[config.mk]
export PLATFORM = sky130hd
export DESIGN_NAME = onewire_bus_master
export DESIGN_NICKNAME = d
export VERILOG_FILES = /design/src/hw/rtl/owbm_pkg.sv /design/src/hw/rtl/owbm_cfg.sv /design/src/hw/rtl/owbm_core.sv /design/src/hw/rtl/owbm_out.sv /design/src/hw/rtl/onewire_bus_master.sv
export SDC_FILE = /design/constraint.sdc
export NUM_CORES = 1
export LEC_CHECK = 0
export BUFFER_PORTS_ARGS = -buffer_cell sky130_fd_sc_hd__buf_4
export CAP_MARGIN = 20
export CORE_ASPECT_RATIO = 1.5
export CORE_MARGIN = 3
export CORE_UTILIZATION = 40
export CTS_CLUSTER_SIZE = 12
export DETAILED_ROUTE_END_ITERATION = 8
export MAX_ROUTING_LAYER = met4
export SLEW_MARGIN = 20
export SYNTH_ARGS = -nofsm -noshare
export SYNTH_HDL_FRONTEND = slang
export SYNTH_HIERARCHICAL = 1
export SYNTH_SLANG_ARGS = --single-unit
export TNS_END_PERCENT = 5
[constraint.sdc]
create_clock -name aclk -period 6.55 [get_ports aclk]
set_clock_uncertainty 0.2 [all_clocks]
set_input_delay 0.9825 -clock aclk [delete_from_list [all_inputs] [get_ports aclk]]
set_output_delay 0.9825 -clock aclk [all_outputs]
set_load 0.03 [all_outputs]
[src/hw/rtl/owbm_pkg.sv]
// Shared types and constants of the single-wire bus master.
// Depends on nothing; imported by every module of the block.
package owbm_pkg;

    localparam int TIMER_BITS_DEF = 10;
    localparam int BYTE_BITS      = 8;
    localparam int BIT_IDX_BITS   = 3;
    localparam int CFG_COUNT      = 8;
    localparam int CFG_BITS       = 10;
    localparam int CFG_ADDR_BITS  = 3;
    localparam int S_TDATA_BITS   = 16;
    localparam int S_TUSER_BITS   = 2;
    localparam int M_TDATA_BITS   = 16;

    typedef logic [CFG_BITS-1:0] cfg_word_t;
    typedef cfg_word_t [CFG_COUNT-1:0] cfg_bank_t;

    localparam logic [CFG_ADDR_BITS-1:0] REG_RESET_LOW    = 3'd0;
    localparam logic [CFG_ADDR_BITS-1:0] REG_PRES_WAIT    = 3'd1;
    localparam logic [CFG_ADDR_BITS-1:0] REG_RESET_REC    = 3'd2;
    localparam logic [CFG_ADDR_BITS-1:0] REG_WRITE_LOW    = 3'd3;
    localparam logic [CFG_ADDR_BITS-1:0] REG_WRITE_HOLD   = 3'd4;
    localparam logic [CFG_ADDR_BITS-1:0] REG_READ_LOW     = 3'd5;
    localparam logic [CFG_ADDR_BITS-1:0] REG_READ_SAMPLE  = 3'd6;
    localparam logic [CFG_ADDR_BITS-1:0] REG_READ_REC     = 3'd7;

    localparam cfg_word_t CFG_RESET [CFG_COUNT] = '{
        10'd500, 10'd70, 10'd500, 10'd10, 10'd50, 10'd5, 10'd5, 10'd50
    };

    typedef enum logic [1:0] {
        REQ_TICK  = 2'd0,
        REQ_RESET = 2'd1,
        REQ_WRITE = 2'd2,
        REQ_READ  = 2'd3
    } req_t;

    typedef enum logic [1:0] {
        CMD_NONE  = 2'd0,
        CMD_RESET = 2'd1,
        CMD_WRITE = 2'd2,
        CMD_READ  = 2'd3
    } cmd_t;

    typedef struct packed {
        logic                 cmd_rejected;
        logic [BYTE_BITS-1:0] rx_byte;
        logic                 presence_level;
        logic                 done_res;
        logic                 busy_res;
        logic                 line_drive;
    } res_t;

endpackage

[src/hw/rtl/owbm_cfg.sv]
// Configuration register bank: eight pulse lengths in microseconds.
// Depends on owbm_pkg.
module owbm_cfg
    import owbm_pkg::*;
(
    input  logic                     aclk,
    input  logic                     aresetn,
    input  logic                     cfg_we,
    input  logic [CFG_ADDR_BITS-1:0] cfg_addr,
    input  cfg_word_t                cfg_wdata,
    output cfg_bank_t                cfg_bank
);

    cfg_bank_t cfg_reg;

    always_ff @(posedge aclk) begin
        if (!aresetn) begin
            for (int i = 0; i < CFG_COUNT; i++) begin
                cfg_reg[i] <= CFG_RESET[i];
            end
        end else if (cfg_we) begin
            cfg_reg[cfg_addr] <= cfg_wdata;
        end
    end

    assign cfg_bank = cfg_reg;

endmodule

[src/hw/rtl/owbm_core.sv]
// Bus sequencer: phase, slot timer, bit counter and shift data, one step per request.
// Depends on owbm_pkg; takes the register bank of owbm_cfg as an input.
module owbm_core
    import owbm_pkg::*;
#(
    parameter int TIMER_BITS = TIMER_BITS_DEF
) (
    input  logic                 aclk,
    input  logic                 aresetn,
    input  logic                 req_fire,
    input  logic [1:0]           req_type,
    input  logic [BYTE_BITS-1:0] tx_byte,
    input  logic                 line_level,
    input  cfg_bank_t            cfg_bank,
    output res_t                 res
);

    typedef enum logic [2:0] {
        PH_IDLE      = 3'd0,
        PH_RST_LOW   = 3'd1,
        PH_RST_WAIT  = 3'd2,
        PH_RST_REC   = 3'd3,
        PH_SLOT_LOW  = 3'd4,
        PH_SLOT_MID  = 3'd5,
        PH_SLOT_REST = 3'd6,
        PH_GAP       = 3'd7
    } phase_t;

    localparam logic [16:0]             TMAX     = 17'((1 << TIMER_BITS) - 1);
    localparam logic [BIT_IDX_BITS-1:0] BIT_LAST = BIT_IDX_BITS'(BYTE_BITS - 1);

    phase_t                  phase_reg,    phase_next;
    logic [TIMER_BITS-1:0]   timer_reg,    timer_next;
    logic [BIT_IDX_BITS-1:0] bit_idx_reg,  bit_idx_next;
    logic [BYTE_BITS-1:0]    shift_reg,    shift_next;
    cmd_t                    cmd_reg,      cmd_next;
    logic                    drive_reg,    drive_next;
    logic                    presence_reg, presence_next;
    logic [BYTE_BITS-1:0]    rx_reg,       rx_next;
    logic                    done;
    logic                    rejected;
    logic                    slot_end;
    req_t                    req;

    function automatic logic [TIMER_BITS-1:0] load_time(input cfg_word_t w);
        logic [16:0] t;
        t = 17'(w);
        if (t == 17'd0) t = 17'd1;
        if (t > TMAX) t = TMAX;
        return TIMER_BITS'(t);
    endfunction

    assign req = req_t'(req_type);

    always_comb begin
        phase_next    = phase_reg;
        timer_next    = timer_reg;
        bit_idx_next  = bit_idx_reg;
        shift_next    = shift_reg;
        cmd_next      = cmd_reg;
        drive_next    = drive_reg;
        presence_next = presence_reg;
        rx_next       = rx_reg;
        done          = 1'b0;
        rejected      = 1'b0;
        slot_end      = 1'b0;

        if (req == REQ_TICK) begin
            if (phase_reg != PH_IDLE && timer_reg > TIMER_BITS'(1)) begin
                timer_next = timer_reg - TIMER_BITS'(1);
            end else begin
                unique case (phase_reg)
                    PH_IDLE: begin
                    end
                    PH_RST_LOW: begin
                        drive_next = 1'b1;
                        phase_next = PH_RST_WAIT;
                        timer_next = load_time(cfg_bank[REG_PRES_WAIT]);
                    end
                    PH_RST_WAIT: begin
                        presence_next = line_level;
                        phase_next    = PH_RST_REC;
                        timer_next    = load_time(cfg_bank[REG_RESET_REC]);
                    end
                    PH_RST_REC: begin
                        phase_next = PH_IDLE;
                        cmd_next   = CMD_NONE;
                        timer_next = '0;
                        done       = 1'b1;
                    end
                    PH_SLOT_LOW: begin
                        phase_next = PH_SLOT_MID;
                        if (cmd_reg == CMD_WRITE) begin
                            drive_next = shift_reg[bit_idx_reg];
                            timer_next = load_time(cfg_bank[REG_WRITE_HOLD]);
                        end else begin
                            drive_next = 1'b1;
                            timer_next = load_time(cfg_bank[REG_READ_SAMPLE]);
                        end
                    end
                    PH_SLOT_MID: begin
                        if (cmd_reg == CMD_WRITE) begin
                            slot_end = 1'b1;
                        end else begin
                            if (line_level) shift_next[bit_idx_reg] = 1'b1;
                            phase_next = PH_SLOT_REST;
                            timer_next = load_time(cfg_bank[REG_READ_REC]);
                        end
                    end
                    PH_SLOT_REST: begin
                        slot_end = 1'b1;
                    end
                    PH_GAP: begin
                        drive_next = 1'b0;
                        phase_next = PH_SLOT_LOW;
                        timer_next = (cmd_reg == CMD_WRITE)
                                   ? load_time(cfg_bank[REG_WRITE_LOW])
                                   : load_time(cfg_bank[REG_READ_LOW]);
                    end
                    default: begin
                    end
                endcase

                if (slot_end) begin
                    drive_next = 1'b1;
                    if (bit_idx_reg == BIT_LAST) begin
                        if (cmd_reg == CMD_READ) rx_next = shift_reg;
                        phase_next   = PH_IDLE;
                        cmd_next     = CMD_NONE;
                        timer_next   = '0;
                        bit_idx_next = '0;
                        done         = 1'b1;
                    end else begin
                        bit_idx_next = bit_idx_reg + BIT_IDX_BITS'(1);
                        phase_next   = PH_GAP;
                        timer_next   = TIMER_BITS'(1);
                    end
                end
            end
        end else if (phase_reg != PH_IDLE) begin
            rejected = 1'b1;
        end else begin
            cmd_next     = cmd_t'(req_type);
            bit_idx_next = '0;
            drive_next   = 1'b0;
            if (req == REQ_RESET) begin
                phase_next = PH_RST_LOW;
                timer_next = load_time(cfg_bank[REG_RESET_LOW]);
            end else begin
                shift_next = (req == REQ_WRITE) ? tx_byte : '0;
                phase_next = PH_SLOT_LOW;
                timer_next = (req == REQ_WRITE)
                           ? load_time(cfg_bank[REG_WRITE_LOW])
                           : load_time(cfg_bank[REG_READ_LOW]);
            end
        end
    end

    always_ff @(posedge aclk) begin
        if (!aresetn) begin
            phase_reg    <= PH_IDLE;
            timer_reg    <= '0;
            bit_idx_reg  <= '0;
            shift_reg    <= '0;
            cmd_reg      <= CMD_NONE;
            drive_reg    <= 1'b1;
            presence_reg <= 1'b1;
            rx_reg       <= '0;
        end else if (req_fire) begin
            phase_reg    <= phase_next;
            timer_reg    <= timer_next;
            bit_idx_reg  <= bit_idx_next;
            shift_reg    <= shift_next;
            cmd_reg      <= cmd_next;
            drive_reg    <= drive_next;
            presence_reg <= presence_next;
            rx_reg       <= rx_next;
        end
    end

    always_comb begin
        res.line_drive     = drive_next;
        res.busy_res       = (phase_next != PH_IDLE);
        res.done_res       = done;
        res.presence_level = presence_next;
        res.rx_byte        = rx_next;
        res.cmd_rejected   = rejected;
    end

endmodule

[src/hw/rtl/owbm_out.sv]
// Result register with a skid stage, so a request is taken while a result waits.
// Depends on owbm_pkg.
module owbm_out
    import owbm_pkg::*;
(
    input  logic aclk,
    input  logic aresetn,
    input  logic in_valid,
    output logic in_ready,
    input  res_t in_res,
    output logic out_valid,
    input  logic out_ready,
    output res_t out_res
);

    logic out_valid_reg;
    logic skid_valid_reg;
    res_t out_res_reg;
    res_t skid_res_reg;

    assign in_ready  = !skid_valid_reg;
    assign out_valid = out_valid_reg;
    assign out_res   = out_res_reg;

    always_ff @(posedge aclk) begin
        if (!aresetn) begin
            out_valid_reg  <= 1'b0;
            skid_valid_reg <= 1'b0;
        end else if (out_ready || !out_valid_reg) begin
            if (skid_valid_reg) begin
                out_valid_reg  <= 1'b1;
                skid_valid_reg <= 1'b0;
            end else begin
                out_valid_reg  <= in_valid;
            end
        end else if (in_valid && !skid_valid_reg) begin
            skid_valid_reg <= 1'b1;
        end
    end

    always_ff @(posedge aclk) begin
        if (out_ready || !out_valid_reg) begin
            out_res_reg <= skid_valid_reg ? skid_res_reg : in_res;
        end else if (in_valid && !skid_valid_reg) begin
            skid_res_reg <= in_res;
        end
    end

endmodule

[src/hw/rtl/onewire_bus_master.sv]
// Channel   Dir  Ports              Contents
// request   in   s_tvalid/s_tready  s_tuser: req_type; s_tdata: tx_byte, line_level
// result    out  m_tvalid/m_tready  m_tdata: drive, busy, done, presence, rx_byte, rejected
// config    in   cfg_we             cfg_addr selects one of eight 10-bit pulse lengths
//
// One request per cycle while s_tready is high; each request yields one registered result.
// The sequencer state advances in a single pass per request; the two-entry
// result buffer keeps s_tready high through a single stalled result.
// Synchronous active-low reset restores the default pulse lengths and idles the bus.
// Top level of the single-wire bus master; depends on owbm_pkg, owbm_cfg,
// owbm_core and owbm_out.
module onewire_bus_master
    import owbm_pkg::*;
#(
    parameter int TIMER_BITS = TIMER_BITS_DEF
) (
    input  logic                     aclk,
    input  logic                     aresetn,
    input  logic                     s_tvalid,
    output logic                     s_tready,
    input  logic [S_TDATA_BITS-1:0]  s_tdata,   // [7:0] tx_byte, [8] line_level
    input  logic [S_TUSER_BITS-1:0]  s_tuser,   // [1:0] req_type
    output logic                     m_tvalid,
    input  logic                     m_tready,
    output logic [M_TDATA_BITS-1:0]  m_tdata,   // [0] line_drive, [1] busy_res,
                                                // [2] done_res, [3] presence_level,
                                                // [11:4] rx_byte, [12] cmd_rejected
    input  logic                     cfg_we,
    input  logic [CFG_ADDR_BITS-1:0] cfg_addr,
    input  logic [CFG_BITS-1:0]      cfg_wdata
);

    cfg_bank_t cfg_bank;
    res_t      core_res;
    res_t      out_res;
    logic      req_fire;

    assign req_fire = s_tvalid && s_tready;

    owbm_cfg u_cfg (
        .aclk      (aclk),
        .aresetn   (aresetn),
        .cfg_we    (cfg_we),
        .cfg_addr  (cfg_addr),
        .cfg_wdata (cfg_wdata),
        .cfg_bank  (cfg_bank)
    );

    owbm_core #(
        .TIMER_BITS (TIMER_BITS)
    ) u_core (
        .aclk       (aclk),
        .aresetn    (aresetn),
        .req_fire   (req_fire),
        .req_type   (s_tuser),
        .tx_byte    (s_tdata[BYTE_BITS-1:0]),
        .line_level (s_tdata[BYTE_BITS]),
        .cfg_bank   (cfg_bank),
        .res        (core_res)
    );

    owbm_out u_out (
        .aclk      (aclk),
        .aresetn   (aresetn),
        .in_valid  (req_fire),
        .in_ready  (s_tready),
        .in_res    (core_res),
        .out_valid (m_tvalid),
        .out_ready (m_tready),
        .out_res   (out_res)
    );

    assign m_tdata = {3'b000, out_res.cmd_rejected, out_res.rx_byte,
                      out_res.presence_level, out_res.done_res,
                      out_res.busy_res, out_res.line_drive};

endmodule

==> impl_metrics.toml, run 1 <==
[logic_synthesis]
avgSynthCellArea_um2 = 9.40
ys_async_sr_fraction = 0
syn_area_um2 = 7630
synth_top_area_frac = 0.310
yosys-top-cells-area = "dfxtp_1 (31%), mux2i_1 (14%), edfxtp_1 (10%), nand2_1 (5.3%), nor2b_1 (3.3%)"
synth_seq_cells = 144
ys_warn_count = 6
ys_seq_area_frac = 0.412
synth_edf_count = 26
syn_inst = 812
synthTopCellsByCount = "dfxtp_1 (118), mux2i_1 (110), nand2_1 (107)"
ys_types = 83
synth_most_common_cell = "dfxtp_1"
synth-main-ff-cell = "dfxtp_1"
synth_top_cell_by_area = "dfxtp_1"

[finish]
num-nets-final = 860
post-route-util = 0.462
area_growth_pct = 12.9
largest_reg_flops = 80
n_antenna_cell = 0
final_layout_size_suffix_gt1_frac = 0.155
fillers = 1823
final_cell_count_no_fill = 1085

[drt]
top_layer = "met4"
via_count = 6175
drt_iter0_markers = 400
route.met2.wl_um = 11100
drc_errors = 0
wirelength_um = 21300
postRouteAntennaNets = 0
wl_met3_um = 977
dr.pass1.iters = 5
wl_per_cell_um = 19.7
avgViaCountPerCell = 5.69
met1Wirelength_um = 8320

[sta]
max_freq_mhz = 308
rsz0062_at_grt = "no"
drv_slew = 0
min_period_ns = 3.25
tightestPinTransition_ns = 1.14
setup_viol = 0
max_slew_margin = 0.238
finalCritPeriodShare = 0.496
tns_ns = 0
hold_viol = 0

[global_routing]
overflow = 0
grt.total_usage = 0.214
grt_max_degree = 74
grt_pass1_vias = 6081
grt_first_pass_wirelength_um = 33700
antenna_found_initial = 0

[placement]
gp_congestion = 0.891
placed_cells = 1053
port_buffers = 43
dp_hpwl_um = 15300

[power_and_ir_drop]
ir_drop_v = 0.000197
power.density_nw_per_um2 = 265
p_leak_nw = 3.58

[clock_network]
clock_tree.buffer_depth = 2
cts_made_buffers = 17
clock_latency_ns = 0.42
clk_pin_slew_worst_paths_ns = 0.06
cts-root-buf = "clkbuf_16"
clock_sinks = 144
cts_resized = 0
hold_buffers = 0
cts_tree = "built"
htree_levels = 4
cts_setup_buffers = 0

[hold_path]
hold_class = "reg -> reg"

[floorplan]
core_area_um2 = 18600
start_util = 0.410
die_h_um = 175
rows = 61
die_area_um2 = 20800
dieWidth_um = 119
io_pins = 54

[flow_run]
maxCapViolCount = 0

[outcome]
status = "finished, final reports clean"

[setup_path]
cp.required_ns = 6.66
arrival_ns = 3.35
setup.worst_path.end_class = "flop"
start_kind = "input port"
crit_type = "in -> reg"
critPathMaxFanout = 22
## final cells by class
| class | instances | area, um^2 | share of cell area |
|---|---|---|---|
| multi-input cells | 593 | 4140 | 0.480 |
| flip-flops and latches | 144 | 3140 | 0.365 |
| clock buffers | 18 | 429 | 0.0498 |
| repair buffers | 49 | 368 | 0.0427 |
| well taps | 252 | 315 | 0.0366 |
| clock inverters | 14 | 165 | 0.0192 |
| inverters | 15 | 56.3 | 0.00654 |
## power by group
group / leakage, nW / internal (mW) / switching (mW)
clock network: 0.285 / 0.598 / 0.388
registers: 1.22 / 0.933 / 0.0296
logic: 2.07 / 0.122 / 0.209
total: 3.58 / 1.65 / 0.626
## cell families after synthesis
| kind of cell | synth area share |
|---|---|
| AND/OR/NAND/NOR | 0.193 |
| AO/OA/AOI/OAI | 0.142 |
| flip-flops | 0.412 |
| multiplexers | 0.191 |
| buffers and inverters | 0.0505 |
| adder cells (fa/ha/maj) | 0.00656 |
| XOR/XNOR | 0.00459 |
| other | 0.000491 |
## stage by stage
stage / setup WS (ns) / instance area (um^2) / power, mW / hold WS, ns
3_3_place_gp: 2.94 / 8010 / 1.31 / 0.248
3_5_place_dp: 2.92 / 8010 / 1.31 / 0.268
4_1_cts: 3.31 / 8610 / 2.29 / 0.277
6_report: 3.30 / 8610 / 2.28 / 0.276
2_1_floorplan: 3.44 / 7640 / 1.21 / 0.234
5_1_grt: 3.21 / 8610 / 2.37 / 0.301
## worst paths after layout
check        slack, ns  cells after the start                                to                                from
max               3.30                      7  u_core/timer_reg[1]$_SDFFE_PN0P_                          s_tuser[0]
min               0.28                      2   u_cfg/cfg_bank[23]$_SDFFE_PN0P_     u_cfg/cfg_bank[23]$_SDFFE_PN0P_
max reg2reg       3.44                      7        u_out/out_res[4]$_DFFE_PP_  u_core/bit_idx_reg[0]$_SDFFE_PN0P_
min reg2reg       0.28                      2   u_cfg/cfg_bank[23]$_SDFFE_PN0P_     u_cfg/cfg_bank[23]$_SDFFE_PN0P_
## placed cells by master (no fill, tap or decap), drive strengths merged, types with 4 or more instances in the layout
cell type / synthesis / final
nor4: 15 / 15
ha: 4 / 4
o211ai: 6 / 6
dfxtp: 118 / 118
a22oi: 5 / 5
edfxtp: 26 / 26
nor2b: 40 / 40
a31oi: 7 / 7
mux2: 29 / 29
a211oi: 6 / 6
nor3: 27 / 27
and2: 5 / 5
inv: 13 / 15
a21oi: 36 / 36
buf: 36 / 49
o211a: 4 / 4
clkinv: 2 / 8
o22ai: 8 / 8
a221oi: 6 / 6
nand2: 107 / 107
o311ai: 4 / 4
nor2: 55 / 55
a311oi: 4 / 4
o21ai: 33 / 33
clkbuf: 26 / 18
mux2i: 110 / 110
nand3: 12 / 12
## layer usage
| layer | vias up | global-route usage |
|---|---|---|
| li1 | 2956 | - |
| met4 | 0 | 0.112 |
| met5 | - | - |
| met3 | 63 | 0.0372 |
| met1 | 2971 | 0.226 |
| met2 | 185 | 0.380 |
## worst max-delay path: stages
cell	delay (ns)
buf_4	0.29
or2_0	0.66
nor2_1	0.25
o21ai_1	0.63
a221oi_1	0.13
o21a_1	0.15
a221oi_1	0.25
Power figures use the tool's default switching activity.
==> run 2, diff against run 1 <==
==> constraint.sdc (replaced) <==
create_clock -name aclk -period 2.76 [get_ports aclk]
set_clock_uncertainty 0.2 [all_clocks]
set_input_delay 0.414 -clock aclk [delete_from_list [all_inputs] [get_ports aclk]]
set_output_delay 0.414 -clock aclk [all_outputs]
set_load 0.03 [all_outputs]
==> run 2 against run 1 <==
Compared with the run above:
- global-route usage increased by 0.28 points
- routed wire length up 1.2%
- clock power is 140% higher
- core utilization up 1.9 points
- die area is the same
- combinational power rose to 2.5 times the previous value
- sequential cell count is the same
==> impl_metrics.toml, run 2 (same netlist as run 1, synthesis figures left out) <==
[outcome]
status = "finished, final reports clean"

[floorplan]
dieWidth_um = 119
die_area_um2 = 20800
rows = 61
die_h_um = 175
core_area_um2 = 18600
start_util = 0.410
io_pins = 54

[finish]
final_layout_size_suffix_gt1_frac = 0.198
n_antenna_cell = 0
largest_reg_flops = 80
area_growth_pct = 17.5
num-nets-final = 901
layout_commonest_cell = "dfxtp_1"
final_cell_mix = "dfxtp_1 (117), mux2i_1 (110), nand2_1 (107), buf_4 (87), nor2_1 (52)"
final_area_um2 = 8970

[power_and_ir_drop]
netSwitchingFraction = 0.277
power.density_nw_per_um2 = 615
ir_drop_v = 0.000475
switching_power_mw = 1.53
p_leak_nw = 3.80
comb_power_share = 0.153
power_frac_seq = 0.414
pwr-share-clk = 0.433
power.internal_mw = 3.99

[setup_path]
critPathMaxFanout = 10
critPathBufInv = 2
start_kind = "flop"
crit_chain = "inv_2 -> nor4_1 -> nand2_1 -> buf_12 -> mux2_2 -> mux2_4"
setup.worst_path.end_class = "flop"
arrival_ns = 2.54
rr_worst_depth = 6
cp_slowest_stage_delay_ns = 0.58
crit_cells = 6
cp_top_family = "simple AND/OR/NAND/NOR gates"
cp_slowest_cell = "dfxtp_1"
cp.required_ns = 2.73
crit_type = "reg -> reg"

[drt]
drc_errors = 0
via_count = 6255
dr.pass1.iters = 5
drt_iter0_markers = 550
avgViaCountPerCell = 5.56
wirelength_um = 21600
postRouteAntennaNets = 0
wl_per_cell_um = 19.2

[sta]
drv_slew = 0
max_freq_mhz = 390
tightestPinTransition_ns = 0.851
min_period_ns = 2.56
hold_viol = 0
tns_ns = 0
rsz0062_at_grt = "no"
max_slew_margin = 0.431
setup_viol = 0
finalCritPeriodShare = 0.929

[clock_network]
cts-root-buf = "clkbuf_16"
clock_tree.buffer_depth = 2
cts_tree = "built"
cts_made_buffers = 17
clock_latency_ns = 0.43
clock_sinks = 144
htree_levels = 4
clk_pin_slew_worst_paths_ns = 0.06
cts_setup_buffers = 0

[global_routing]
grt.total_usage = 0.217
grt_max_degree = 37
antenna_found_initial = 0
grt_pass1_vias = 6270
overflow = 0
grt_first_pass_wirelength_um = 34300

[hold_path]
hold_class = "in -> reg"
hold_depth = 3

[placement]
port_buffers = 43
gp_congestion = 0.899
post_dp_cell_area_um2 = 8360
dp_hpwl_um = 16100

[flow_run]
maxCapViolCount = 0
==> run 2: through the flow <==
stage	hold slack (ns)	instances	power, mW	setup slack (ns)	util
after CTS	0.0576	1126	5.55	0.0517	0.481
after global routing	0.0788	1126	5.72	0.0359	0.482
after global placement	0.251	1094	3.16	0.0978	0.449
after detailed placement	0.259	1094	3.16	0.0725	0.449
final	0.0708	1126	5.52	0.195	0.482
after floorplan	0.234	814	2.88	0.146	-
==> run 2: timing repair <==
| action | in CTS | in global routing |
|---|---|---|
| setup endpoints to repair | 0 | 10 |
| resized for setup | 0 | 3 |
| hold buffers | 0 | 0 |
==> run 2: final cells by class <==
| cell class | count | area, um^2 |
|---|---|---|
| repair buffers | 90 | 713 |
| clock inverters | 14 | 179 |
| well taps | 252 | 315 |
| flip-flops and latches | 144 | 3140 |
| inverters | 15 | 56.3 |
| clock buffers | 18 | 429 |
| multi-input cells | 593 | 4130 |
| fillers | 1834 | 9650 |
==> run 2: worst paths after layout <==
path / slack (ns) / end / from
max: 0.20 / u_out/out_res[6]$_DFFE_PP_ / u_core/phase_reg[1]$_SDFFE_PN0P_
min: 0.07 / u_cfg/cfg_bank[33]$_SDFFE_PN1P_ / cfg_wdata[3]
max reg2reg: 0.20 / u_out/out_res[6]$_DFFE_PP_ / u_core/phase_reg[1]$_SDFFE_PN0P_
min reg2reg: 0.27 / u_cfg/cfg_bank[20]$_SDFFE_PN0P_ / u_cfg/cfg_bank[20]$_SDFFE_PN0P_
==> run 2: power by group through the flow <==
stage,logic [mW],registers (mW),clock network [mW]
finish,0.843,2.29,2.39
global route,0.907,2.30,2.52
CTS,0.835,2.29,2.43
detailed placement,0.831,2.33,0
global placement,0.828,2.33,0
floorplan,0.539,2.34,0
==> run 2: routing by layer <==
layer	track usage	routed length, um	share of wire	up-vias
met2	0.376	11000	0.51	196
met1	0.236	8620	0.40	2960
met5	-	0	0	-
met3	0.0327	843	0.039	48
met4	0.122	1140	0.053	0
li1	-	-	-	3051
==> run 2: worst reg2reg max path, cell delays in order, from the launching register on <==
cell	delay, ns
dfxtp_1	0.58
inv_2	0.16
nor4_1	0.48
nand2_1	0.18
buf_12	0.17
mux2_2	0.28
mux2_4	0.26
==> run 3, diff against run 2 <==
--- a/config.mk
+++ b/config.mk
@@ -13,6 +13,8 @@
 export CTS_CLUSTER_SIZE = 12
 export DETAILED_ROUTE_END_ITERATION = 8
 export MAX_ROUTING_LAYER = met4
+export PLACE_DENSITY = 0.61
+export SETUP_SLACK_MARGIN = 0.2
 export SLEW_MARGIN = 20
 export SYNTH_ARGS = -nofsm -noshare
 export SYNTH_HDL_FRONTEND = slang
==> run 3 against run 2 <==
Compared with the run above:
- count of clock-buffer cells in the layout shrank 1
- core utilization shrank 0.24 points
- routed wire length grew 1.2%
- via count grew 0.88%
- register-to-register slack gained 0.04 ns
- total power shrank 0.92%
- sequential share of layout area grew 0.16 points
- critical path type unchanged
==> impl_metrics.toml, run 3 (same netlist as run 1, synthesis figures left out) <==
[global_routing]
overflow = 0
grt_first_pass_wirelength_um = 34300
antenna_found_initial = 0
grt.total_usage = 0.219
grt_max_degree = 46
grt_pass1_vias = 6219

[clock_network]
clock_latency_ns = 0.43
cts-root-buf = "clkbuf_16"
clock_tree.buffer_depth = 2
clock_sinks = 144
clk_pin_slew_worst_paths_ns = 0.06
cts_made_buffers = 17
cts_tree = "built"
htree_levels = 4

[sta]
rsz0062_at_grt = "yes"
min_period_ns = 2.52
drv_slew = 0
tightestPinTransition_ns = 0.771
setup_viol = 0
hold_viol = 0
setup_slack_ns = 0.237
max_slew_margin = 0.485
tns_ns = 0
max_freq_mhz = 396
finalCritPeriodShare = 0.914

[hold_path]
hold_class = "in -> reg"
holdPathEnd = "u_cfg/cfg_bank[33]$_SDFFE_PN1P_"
hold_depth = 3
min_from = "cfg_wdata[3]"

[floorplan]
start_util = 0.410
die_area_um2 = 20800
io_pins = 54
core_area_um2 = 18600
rows = 61
die_h_um = 175
dieWidth_um = 119

[setup_path]
setup.worst_path.end_class = "flop"
arrival_ns = 2.50
crit_type = "reg -> reg"
start_kind = "flop"
rr_worst_depth = 8
rr_startpoint = "u_core/timer_reg[1]$_SDFFE_PN0P_"
r2r_end = "u_out/out_res[8]$_DFFE_PP_"
critPathMaxFanout = 8
cp.required_ns = 2.74
r2r_slack_ns = 0.24

[placement]
post-place-ws_ns = 0.212
port_buffers = 43
gp_congestion = 0.884
dp_hpwl_um = 16300
post_dp_cell_area_um2 = 8330

[finish]
final_area_um2 = 8920
layout_commonest_cell = "dfxtp_1"
largest_reg_flops = 80
area_growth_pct = 17.0
final_cell_mix = "dfxtp_1 (118), mux2i_1 (110), nand2_1 (107), buf_4 (84), nor2_1 (51)"
seq_area_um2 = 3140
n_antenna_cell = 0
final_layout_size_suffix_gt1_frac = 0.194
fillers = 1841
multiInputGateArea_um2 = 4120
num-nets-final = 898

[power_and_ir_drop]
power.density_nw_per_um2 = 613
p_leak_nw = 3.78
netSwitchingFraction = 0.286
pwr-share-clk = 0.429
power.internal_mw = 3.90
power_frac_seq = 0.417
ir_drop_v = 0.000409
switching_power_mw = 1.56
comb_power_share = 0.154

[drt]
wirelength_um = 21900
avgViaCountPerCell = 5.62
drc_errors = 0
wl_per_cell_um = 19.5
via_count = 6310
postRouteAntennaNets = 0
dr.pass1.iters = 5
drt_iter0_markers = 351

[outcome]
status = "finished, final reports clean"

[flow_run]
maxCapViolCount = 0
## run 3: worst max path at each step
stage	startpoint	end	slack, ns	depth (start not counted)
5_1_grt	u_core/timer_reg[4]$_SDFFE_PN0P_	u_out/out_res[1]$_DFFE_PP_	0.12	6
3_5_place_dp	u_core/timer_reg[1]$_SDFFE_PN0P_	u_out/out_res[1]$_DFFE_PP_	0.21	8
2_1_floorplan	u_core/timer_reg[0]$_SDFFE_PN0P_	u_out/out_res[4]$_DFFE_PP_	0.20	8
4_1_cts	u_core/timer_reg[1]$_SDFFE_PN0P_	u_out/out_res[8]$_DFFE_PP_	0.24	8
6_report	u_core/timer_reg[1]$_SDFFE_PN0P_	u_out/out_res[8]$_DFFE_PP_	0.24	8
3_3_place_gp	u_core/timer_reg[1]$_SDFFE_PN0P_	u_out/out_res[1]$_DFFE_PP_	0.25	8
## run 3: metrics by stage
| step | hold slack (ns) | std cells | utilization | total power, mW |
|---|---|---|---|---|
| after global placement | 0.247 | 1091 | 0.447 | 3.15 |
| after detailed placement | 0.260 | 1091 | 0.447 | 3.16 |
| after floorplan | 0.234 | 814 | - | 2.88 |
| after global routing | 0.0911 | 1123 | 0.479 | 5.68 |
| final | 0.0488 | 1123 | 0.479 | 5.47 |
| after CTS | 0.0413 | 1123 | 0.479 | 5.51 |
## run 3: per-layer routing
layer | GRT usage | up-vias | share of wire
met3 | 0.0424 | 68 | 0.038
met5 | - | - | 0
met2 | 0.380 | 174 | 0.52
met1 | 0.230 | 3020 | 0.39
met4 | 0.127 | 0 | 0.054
li1 | - | 3048 | -
## run 3: critical path, cell delays in order (launching register included)
cell,delay (ns)
dfxtp_1,0.40
inv_1,0.10
ha_1,0.25
o2111ai_4,0.35
a21oi_4,0.11
nand2_1,0.11
buf_12,0.13
mux2_2,0.35
mux2_4,0.27
## run 3: power by group through the flow
stage	sequential (mW)	combinational, mW	clock, mW
final	2.28	0.842	2.35
after global routing	2.29	0.905	2.48
after CTS	2.28	0.837	2.39
after detailed placement	2.33	0.834	0
after global placement	2.33	0.828	0
after floorplan	2.34	0.540	0
## run 3: layout make-up
type | instances | share of cell area
multi-input cells | 593 | 0.462
flip-flops and latches | 144 | 0.352
repair buffers | 87 | 0.0774
clock buffers | 17 | 0.0477
well taps | 252 | 0.0353
clock inverters | 15 | 0.0192
inverters | 15 | 0.00631
## run 3: what timing repair did
item | CTS | global route
endpoints found under the setup margin | 1 | 14
resized for setup | 1 | 1
hold buffers | 0 | 0
buffers inserted | 0 | 0
